**src/rtl/core/joystick_axis_deadzone_mapper_top_macros.svh**
```systemverilog
// Assertion helpers for the joystick axis mapper.
// Both sample on the rising edge of clk and are off while rst_n is low.
`ifndef JOYSTICK_AXIS_DEADZONE_MAPPER_TOP_MACROS_SVH
`define JOYSTICK_AXIS_DEADZONE_MAPPER_TOP_MACROS_SVH

// Same-cycle implication.
`define JADM_ASSERT_NOW(label, ante, cons, msg) \
  label: assert property (@(posedge clk) disable iff (!rst_n) (ante) |-> (cons)) \
    else $error(msg);

// Next-cycle implication.
`define JADM_ASSERT_NXT(label, ante, cons, msg) \
  label: assert property (@(posedge clk) disable iff (!rst_n) (ante) |=> (cons)) \
    else $error(msg);

`endif

```
**src/rtl/core/jadm_pkg.sv**
```systemverilog
package jadm_pkg;

  localparam int SAMPLE_BITS = 12;
  localparam int AXIS_COUNT  = 4;
  localparam int AXIS_BITS   = 2;
  localparam int CAL_SAMPLES = 32;
  localparam int CAL_SHIFT   = $clog2(CAL_SAMPLES);
  localparam int SUM_BITS    = SAMPLE_BITS + CAL_SHIFT;
  localparam int CNT_BITS    = CAL_SHIFT;
  localparam int DZ_BITS     = 7;
  localparam int PCT_BITS    = 7;                  // quotient magnitude, 0..100
  localparam int POS_BITS    = 8;
  localparam int PROD_BITS   = SAMPLE_BITS + 7;    // |diff| * 100
  localparam int STEP_BITS   = 3;

  localparam logic [SAMPLE_BITS-1:0] MAX_RAW      = '1;
  localparam logic [SAMPLE_BITS-1:0] CENTER_RESET = SAMPLE_BITS'(1) << (SAMPLE_BITS - 1);
  localparam logic [PROD_BITS-1:0]   FULL_SCALE   = PROD_BITS'(100);
  localparam logic [DZ_BITS-1:0]     DEADZONE_RESET = DZ_BITS'(4);
  localparam logic [CNT_BITS-1:0]    CNT_LAST     = CNT_BITS'(CAL_SAMPLES - 1);
  localparam logic [STEP_BITS-1:0]   STEP_FIRST   = STEP_BITS'(PCT_BITS - 1);

  localparam logic OP_MAP = 1'b0;
  localparam logic OP_CAL = 1'b1;

  typedef enum logic [1:0] {
    ST_IDLE,
    ST_PREP,
    ST_DIV,
    ST_DONE
  } state_t;

endpackage

```
**src/rtl/core/joystick_axis_deadzone_mapper_top.sv**
```systemverilog
// Joystick axis mapper: a map transaction turns a 12-bit sample into a signed
// percent deflection (-100..+100, zero inside the deadzone) relative to the
// axis center; a calibration transaction accumulates the sample, and every 32nd
// one per axis replaces that axis center with the average. A map transaction
// passes through a setup state, the shared restoring divider at one quotient
// bit per cycle and a finish state, and in_tready returns once it is idle
// again, so the block takes no new transaction before it is through with the
// last; a calibration transaction passes through a setup and a finish state.
// in_tready is high only while no transaction is in progress; a
// finished result waits in the output register, so a new transaction can start
// while it is still unclaimed, and it then holds in its finish cycle until
// that register is free.
`include "joystick_axis_deadzone_mapper_top_macros.svh"

module joystick_axis_deadzone_mapper_top (
  input  logic        clk,
  input  logic        rst_n,
  input  logic        cfg_wen,
  input  logic [6:0]  cfg_wdata,   // deadzone threshold in percent
  input  logic        in_tvalid,
  output logic        in_tready,
  input  logic [15:0] in_tdata,    // axis[1:0], raw_sample[13:2], zero[15:14]
  input  logic        in_tuser,    // operation
  output logic        out_tvalid,
  input  logic        out_tready,
  output logic [23:0] out_tdata,   // axis_out[1:0], position[9:2], center_now[21:10], zero
  output logic        out_tuser    // calibration_done
);

  localparam int SB = jadm_pkg::SAMPLE_BITS;
  localparam int AB = jadm_pkg::AXIS_BITS;
  localparam int PB = jadm_pkg::PROD_BITS;

  jadm_pkg::state_t state_r, state_nxt;

  logic [jadm_pkg::DZ_BITS-1:0]  dz_r;
  logic [SB-1:0]                 center_r [jadm_pkg::AXIS_COUNT];
  logic [jadm_pkg::SUM_BITS-1:0] sum_r    [jadm_pkg::AXIS_COUNT];
  logic [jadm_pkg::CNT_BITS-1:0] count_r  [jadm_pkg::AXIS_COUNT];

  logic          op_r, op_nxt;
  logic [AB-1:0] axis_r, axis_nxt;
  logic [SB-1:0] raw_r, raw_nxt;
  logic          neg_r, neg_nxt;
  logic [PB-1:0] rem_r, rem_nxt;
  logic [PB-1:0] dvs_r, dvs_nxt;
  logic [jadm_pkg::STEP_BITS-1:0] step_r, step_nxt;
  logic [jadm_pkg::PCT_BITS-1:0]  quo_r, quo_nxt;

  logic                          out_valid_r, out_valid_nxt;
  logic [AB-1:0]                 out_axis_r, out_axis_nxt;
  logic signed [jadm_pkg::POS_BITS-1:0] out_pos_r, out_pos_nxt;
  logic [SB-1:0]                 out_ctr_r, out_ctr_nxt;
  logic                          out_done_r, out_done_nxt;

  logic                          cal_wr;
  logic [SB-1:0]                 cal_center;
  logic [jadm_pkg::SUM_BITS-1:0] cal_sum;
  logic [jadm_pkg::CNT_BITS-1:0] cal_count;

  logic [SB-1:0] ctr;
  logic [SB:0]   diff;
  logic [SB-1:0] mag;
  logic [SB-1:0] span;
  logic          ge;
  logic [jadm_pkg::PCT_BITS-1:0] pct_mag;
  logic          slot_free;

  assign in_tready = (state_r == jadm_pkg::ST_IDLE);
  assign slot_free = !out_valid_r || out_tready;

  assign ctr  = center_r[axis_r];
  assign diff = {1'b0, raw_r} - {1'b0, ctr};
  assign ge   = (rem_r >= dvs_r);
  // quotient never exceeds 100: |diff| is bounded by the span on its side
  assign pct_mag = ({1'b0, quo_r} < {1'b0, dz_r}) ? '0 : quo_r;

  always_comb begin
    state_nxt     = state_r;
    op_nxt        = op_r;
    axis_nxt      = axis_r;
    raw_nxt       = raw_r;
    neg_nxt       = neg_r;
    rem_nxt       = rem_r;
    dvs_nxt       = dvs_r;
    step_nxt      = step_r;
    quo_nxt       = quo_r;
    out_valid_nxt = out_valid_r && !out_tready;
    out_axis_nxt  = out_axis_r;
    out_pos_nxt   = out_pos_r;
    out_ctr_nxt   = out_ctr_r;
    out_done_nxt  = out_done_r;
    cal_wr        = 1'b0;
    cal_sum       = sum_r[axis_r] + jadm_pkg::SUM_BITS'(raw_r);
    cal_count     = count_r[axis_r] + 1'b1;
    cal_center    = ctr;
    mag           = diff[SB] ? (ctr - raw_r) : diff[SB-1:0];
    span          = diff[SB] ? ctr : (jadm_pkg::MAX_RAW - ctr);
    if (span == '0) begin
      span = SB'(1);
    end

    case (state_r)
      jadm_pkg::ST_IDLE: begin
        if (in_tvalid) begin
          op_nxt    = in_tuser;
          axis_nxt  = in_tdata[AB-1:0];
          raw_nxt   = in_tdata[AB +: SB];
          state_nxt = jadm_pkg::ST_PREP;
        end
      end
      jadm_pkg::ST_PREP: begin
        if (op_r == jadm_pkg::OP_CAL) begin
          cal_wr = 1'b1;
          if (count_r[axis_r] == jadm_pkg::CNT_LAST) begin
            cal_center = cal_sum[jadm_pkg::SUM_BITS-1 -: SB];
            cal_sum    = '0;
            cal_count  = '0;
          end
          state_nxt = jadm_pkg::ST_DONE;
        end else begin
          neg_nxt   = diff[SB];
          rem_nxt   = PB'(mag) * jadm_pkg::FULL_SCALE;
          dvs_nxt   = PB'(span) << jadm_pkg::STEP_FIRST;
          step_nxt  = jadm_pkg::STEP_FIRST;
          quo_nxt   = '0;
          state_nxt = jadm_pkg::ST_DIV;
        end
      end
      jadm_pkg::ST_DIV: begin
        if (ge) begin
          rem_nxt = rem_r - dvs_r;
        end
        quo_nxt  = {quo_r[jadm_pkg::PCT_BITS-2:0], ge};
        dvs_nxt  = dvs_r >> 1;
        step_nxt = step_r - 1'b1;
        if (step_r == '0) begin
          state_nxt = jadm_pkg::ST_DONE;
        end
      end
      jadm_pkg::ST_DONE: begin
        if (slot_free) begin
          out_valid_nxt = 1'b1;
          out_axis_nxt  = axis_r;
          out_ctr_nxt   = ctr;
          if (op_r == jadm_pkg::OP_CAL) begin
            out_pos_nxt  = '0;
            out_done_nxt = (count_r[axis_r] == '0);
          end else begin
            out_done_nxt = 1'b0;
            out_pos_nxt  = neg_r ? -$signed({1'b0, pct_mag}) : $signed({1'b0, pct_mag});
          end
          state_nxt = jadm_pkg::ST_IDLE;
        end
      end
      default: begin
        state_nxt = jadm_pkg::ST_IDLE;
      end
    endcase
  end

  always_ff @(posedge clk) begin
    if (!rst_n) begin
      state_r     <= jadm_pkg::ST_IDLE;
      out_valid_r <= 1'b0;
      dz_r        <= jadm_pkg::DEADZONE_RESET;
      for (int i = 0; i < jadm_pkg::AXIS_COUNT; i++) begin
        center_r[i] <= jadm_pkg::CENTER_RESET;
        sum_r[i]    <= '0;
        count_r[i]  <= '0;
      end
    end else begin
      state_r     <= state_nxt;
      out_valid_r <= out_valid_nxt;
      if (cfg_wen) begin
        dz_r <= cfg_wdata;
      end
      if (cal_wr) begin
        center_r[axis_r] <= cal_center;
        sum_r[axis_r]    <= cal_sum;
        count_r[axis_r]  <= cal_count;
      end
    end
  end

  always_ff @(posedge clk) begin
    op_r       <= op_nxt;
    axis_r     <= axis_nxt;
    raw_r      <= raw_nxt;
    neg_r      <= neg_nxt;
    rem_r      <= rem_nxt;
    dvs_r      <= dvs_nxt;
    step_r     <= step_nxt;
    quo_r      <= quo_nxt;
    out_axis_r <= out_axis_nxt;
    out_pos_r  <= out_pos_nxt;
    out_ctr_r  <= out_ctr_nxt;
    out_done_r <= out_done_nxt;
  end

  assign out_tvalid = out_valid_r;
  assign out_tdata  = {2'b00, out_ctr_r, out_pos_r, out_axis_r};
  assign out_tuser  = out_done_r;

  `JADM_ASSERT_NXT(a_accept_starts, in_tvalid && in_tready,
                   state_r == jadm_pkg::ST_PREP, "accepted transaction did not start")
  `JADM_ASSERT_NXT(a_div_ends, state_r == jadm_pkg::ST_DIV && step_r == '0,
                   state_r == jadm_pkg::ST_DONE, "divider did not finish after last bit")
  `JADM_ASSERT_NOW(a_pos_range, out_valid_r,
                   out_pos_r <= 8'sd100 && out_pos_r >= -8'sd100, "position out of range")
  `JADM_ASSERT_NOW(a_cal_pos_zero, out_valid_r && out_done_r,
                   out_pos_r == '0, "calibration result carries a position")

endmodule

```
**config.mk**
```make
export PLATFORM = sky130hd
export DESIGN_NAME = joystick_axis_deadzone_mapper_top
export DESIGN_NICKNAME = d
export VERILOG_FILES = /design/src/rtl/core/jadm_pkg.sv /design/src/rtl/core/joystick_axis_deadzone_mapper_top.sv
export VERILOG_INCLUDE_DIRS = /design/src /design/src/rtl/core
export SDC_FILE = /design/constraint.sdc
export NUM_CORES = 1
export LEC_CHECK = 0
export BUFFER_PORTS_ARGS = -buffer_cell sky130_fd_sc_hd__buf_2
export CAP_MARGIN = 10
export CORE_ASPECT_RATIO = 0.75
export CORE_MARGIN = 1.5
export CORE_UTILIZATION = 55
export CTS_CLUSTER_DIAMETER = 80
export DETAILED_ROUTE_END_ITERATION = 8
export HOLD_SLACK_MARGIN = 0.12
export PLACE_DENSITY = 0.83
export SYNTH_ARGS = -nofsm -noshare
export SYNTH_HDL_FRONTEND = slang
export SYNTH_SLANG_ARGS = --single-unit
```
**constraint.sdc**
```tcl
create_clock -name clk -period 16.77 [get_ports clk]
set_clock_uncertainty 0.2 [all_clocks]
set_input_delay 2.5155 -clock clk [delete_from_list [all_inputs] [get_ports clk]]
set_output_delay 2.5155 -clock clk [all_outputs]
set_load 0.02 [all_outputs]
```
=== After elaboration in Yosys (flattened, before gate mapping) ===
Memory sizes are Yosys's and may differ from the RTL's. A register that Yosys moved wholly into a read port is not among the register bits.
Cells that the tools add are included.
Widths: inputs -> output; s select.

* Add/sub/neg operators: 8
* Multipliers: 1
* $lt $le $gt $ge: 2
* Eq/ne operators: 9
* Muxes and demuxes: 48
* Bitwise operators: 2
* Reductions and logical operators: 19

{| class="wikitable"
|+ Operator list
! operator !! count
|-
| $mux 12 || 7
|-
| $pmux 19 s2 || 2
|-
| $mux 17 || 4
|-
| $mux 19 || 3
|-
| $mux 7 || 3
|-
| $mux 5 || 4
|-
| $ge 19x19->1 || 1
|-
| $sub 19x19->19 || 1
|-
| $mux 2 || 9
|-
| $add 17x12->17 || 1
|-
| $mul 12x5->17 const B || 1
|-
| $reduce_or 17->1 || 1
|-
| $pmux 7 s2 || 1
|-
| $sub 12x12->13 || 1
|-
| $logic_not 12->1 || 1
|-
| $mux 1 || 12
|-
| $reduce_or 12->1 || 1
|-
| $sub 12x12->12 || 1
|-
| $sub 12x12->12 const A || 1
|-
| $ne 2x2->1 const B || 5
|-
| $neg 7->8 || 1
|-
| $pmux 2 s4 || 1
|-
| $reduce_and 2->1 || 4
|-
| $lt 7x7->1 || 1
|-
| 18 further kinds || 22
|}

* Bits in registers: 97
* RAM bits: 136
* Input bits: 29
* Logic and storage cells: 108
* Memories: 3

{| class="wikitable"
|+ Memory list
! memory !! words !! bits a word !! read ports !! clocked after Yosys merged registers in !! write ports !! RTL line !! text
|-
| sum_r || 4 || 17 || 1 || 1 || 4 || joystick_axis_deadzone_mapper_top.sv:38 || <nowiki>logic [jadm_pkg::SUM_BITS-1:0] sum_r [jadm_pkg::AXIS_COUNT];</nowiki>
|-
| center_r || 4 || 12 || 1 || 1 || 4 || joystick_axis_deadzone_mapper_top.sv:37 || <nowiki>logic [SB-1:0] center_r [jadm_pkg::AXIS_COUNT];</nowiki>
|-
| count_r || 4 || 5 || 1 || 1 || 4 || joystick_axis_deadzone_mapper_top.sv:39 || <nowiki>logic [jadm_pkg::CNT_BITS-1:0] count_r [jadm_pkg::AXIS_COUNT];</nowiki>
|}

=== Logic depth before layout (Yosys ltp) ===
* Word-level depth: 7
* Depth in mapped cells: 28

=== Worst setup path after synthesis ===
No wires, ideal clock.

* Kind: register -> register
* Start: reg (tool-made name)
* End: reg rem_r[16] (data pin)
* Arrival: 5.800 ns
* Data required time: 16.298 ns
* Path slack: 10.498 ns
* Stages on the path, launching flop included: 28
* Path buffers: 5
* Clock period less this slack: 6.272 ns
* Path through: dfxtp_1 > buf_2 > buf_2 > mux4_2 > ha_1 > buf_6 > a211oi_2 > o21ai_2 > a211o_1 > a41o_1 > buf_6 > buf_2 > a211oi_1 > a21oi_1 > xor2_1 > ha_1 > ha_1 > inv_1 > fa_1 > inv_1 > ha_1 > o21ai_0 > nor2_1 > o221ai_1 > nor2b_1 > o21ai_0 > xnor2_1 > a22oi_1

{| class="wikitable"
|+ RTL lines
! what !! RTL line !! text
|-
| to (signal assigned) || joystick_axis_deadzone_mapper_top.sv:191 || <nowiki>rem_r <= rem_nxt;</nowiki>
|-
| to (decl) || joystick_axis_deadzone_mapper_top.sv:45 || <nowiki>logic [PB-1:0] rem_r, rem_nxt;</nowiki>
|}

==> reports/metrics.yaml <==
status:
  status: "complete, no violations"
place:
  dp_hpwl_um: 21500
  placed_cell_area_mm2: 0.0144
  numPlacedInstances: 1573
  globalplace.congestion: 0.890
  io_buffers: 51
drt:
  via_count: 9633
  drc: 0
  first_pass_iters: 7
  drtAntennaViolNets: 0
  drtIter0Drc: 971
  vias_per_cell: 5.96
  totalWireLength_um: 31400
  avgRoutedWirePerCell_um: 19.4
yosys:
  ys_seq_area_share_pct: 50.0
  yosysTopAreaCellShare_pct: 48.2
  synth_edf_count: 222
  synthCells: 1222
  syn_area_mm2: 0.0138
  ys_warn_count: 0
  ys_ff_latch: 234
  async_reset_ff_share_pct: 0
  synth_cell_types: 70
  synthFlopType: "edfxtp_1"
  synthTopCellsByArea: "edfxtp_1, ha_1, mux4_2, nor2_1, inv_1"
  avgSynthCellArea_um2: 11.3
  synth_top_cell_by_area: "edfxtp_1"
clock_network:
  clockRootBuffer: "clkbuf_16"
  cts_tree: "done"
  clock_path_buffers: 3
  path_clk_slew_ns: 0.06
  cts_resized: 0
  cts.sinks: 234
  cts_setup_buffers: 0
  clock_latency_ns: 0.53
  h-tree-depth: 1
  cts_made_buffers: 24
  ctsHoldBuffers: 0
timing:
  rsz0062_at_grt: "false"
  fmax_ghz: 0.136
  hold_viol_final: 0
  tightest_slew_ns: 1.17
  period_minus_slack_ns: 7.35
  final_max_slew_viol_count: 0
  fin_crit_sh_pct: 43.8
  tns_ns: 0
  setup_violations: 0
  maxSlewHeadroom_pct: 21.6
setup_path:
  start_kind: "register"
  path_class: "reg2reg"
  critPathMaxFanout: 34
  worstPathRequired_ns: 16.81
  critPathCaptureType: "register"
  worstPathArrival_ns: 7.39
min_path:
  hold_class: "reg2reg"
global_route:
  grt_pass1_vias: 9180
  grt_util_all_layers_pct: 24.2
  grt_max_degree: 58
  grt_remaining_overflow: 0
  grt_antenna_before_repair: 0
  grt_first_pass_wirelength_um: 48800
floorplan:
  start_util_pct: 55.6
  ios: 56
  dieHeight_um: 140
  fp.dieArea_mm2: 0.0261
  die_width_um: 186
  coreArea_mm2: 0.0248
  fp-row-count: 50
finish:
  drive_above_1_share_pct: 12.2
  final_area_mm2: 0.0152
  fin_nets: 1409
  area_growth_pct: 9.69
  final_cells: 1617
  antenna_cells: 0
flow_run:
  drv_cap: 0
state kept, by name, summed over array words and instances, names as in the netlist, named ones only:
register and count:
sum_r 68, center_r 48, count_r 20, rem_r 19
dvs_r 18, out_ctr_r 12, raw_r 12, out_pos_r 8
dz_r 7, quo_r 7, step_r 3, axis_r 2
out_axis_r 2, state_r 2, neg_r 1, op_r 1
out_tuser 1, out_tvalid 1
cells by family after synthesis:
family	Yosys count	share of synthesized area [%]
buf+inv	172	4.92
compound gates	220	10.6
mux	60	7.52
simple gates	346	11.2
flops	234	50.0
xor+xnor	70	4.44
other cells	1	0.0271
fa+ha+maj	119	11.4
stage by stage:
step | util [%] | hold WS (ns) | setup WS (ns)
final | 61.0 | 0.292 | 9.42
after global placement | 57.9 | 0.285 | 9.43
after global routing | 61.0 | 0.314 | 8.95
after floorplan | - | 0.261 | 10.50
after detailed placement | 57.9 | 0.286 | 9.41
after CTS | 61.0 | 0.294 | 9.40
cells in the mapped netlist (all sizes together), types with 7 or more instances:
library cell / instances
mux4: 34
xor2: 30
nand2b: 10
nand2: 88
o21ai: 46
fa: 11
mux2: 8
clkbuf: 33
nor2b: 15
inv: 120
buf: 17
nor3: 19
mux2i: 18
ha: 108
edfxtp: 222
and2: 15
nand4: 7
o31ai: 8
dfxtp: 12
or3: 7
xnor2: 40
nand3: 15
a21oi: 55
a21o: 17
nor2: 149
o21a: 15
o211ai: 12
a211oi: 22
worst max-delay path, cell delays in order, from the launching register on:
cell      delay (ns)
dfxtp_2         0.32
buf_4           0.58
mux4_2          0.74
ha_1            0.60
o211ai_1        0.18
o21ai_2         0.22
a211o_1         0.16
a41o_1          0.17
buf_4           0.35
clkinv_1        0.37
o21ai_2         0.26
xnor2_1         0.17
ha_1            0.27
ha_1            0.28
inv_1           0.05
fa_1            0.52
inv_1           0.04
ha_1            0.21
or3_1           0.39
o221ai_1        0.20
o21ai_0         0.11
a21oi_1         0.18
xor2_1          0.36
a32oi_1         0.09
placed cells by master (no fill, tap or decap), drive strengths merged, types with 19 or more instances in the layout:
master and n:
xor2 30, inv 123, a21oi 55, buf 62, edfxtp 222, nand2 88
ha 108, o21ai 46, nor3 19, xnor2 40, a211oi 22, clkbuf 31
nor2 149, mux4 34
final timing paths:
kind                                           start              endpoint  slack [ns]  cells after the start
worst max-delay path                        register   rem_r[18]$_DFFE_PP_        9.42                     23
worst min-delay path            dz_r[2]$_SDFFE_PN1P_  dz_r[2]$_SDFFE_PN1P_        0.29                      2
worst max register to register              register   rem_r[18]$_DFFE_PP_        9.42                     23
worst min register to register  dz_r[2]$_SDFFE_PN1P_  dz_r[2]$_SDFFE_PN1P_        0.29                      2
layer usage:
layer  track usage [%]  up-vias  share of wire, %
met5                 0        -                 0
met4              5.86        0               2.2
met3              4.63       61               9.7
met2              36.9      471                45
met1              35.8     4623                44
li1                  -     4478                 -
layout make-up:
cell class / count / area (µm²)
Sequential cell: 234 / 6910
Multi-Input combinational cell: 817 / 6250
Fill cell: 1920 / 9680
Clock buffer: 31 / 678
Timing Repair Buffer: 62 / 338
Clock inverter: 13 / 100
Tap cell: 338 / 423
Inverter: 122 / 458
Power is left out: the tool's default activity adds up to more than one toggle a clock period on the data nets, which glitch-free logic cannot reach.
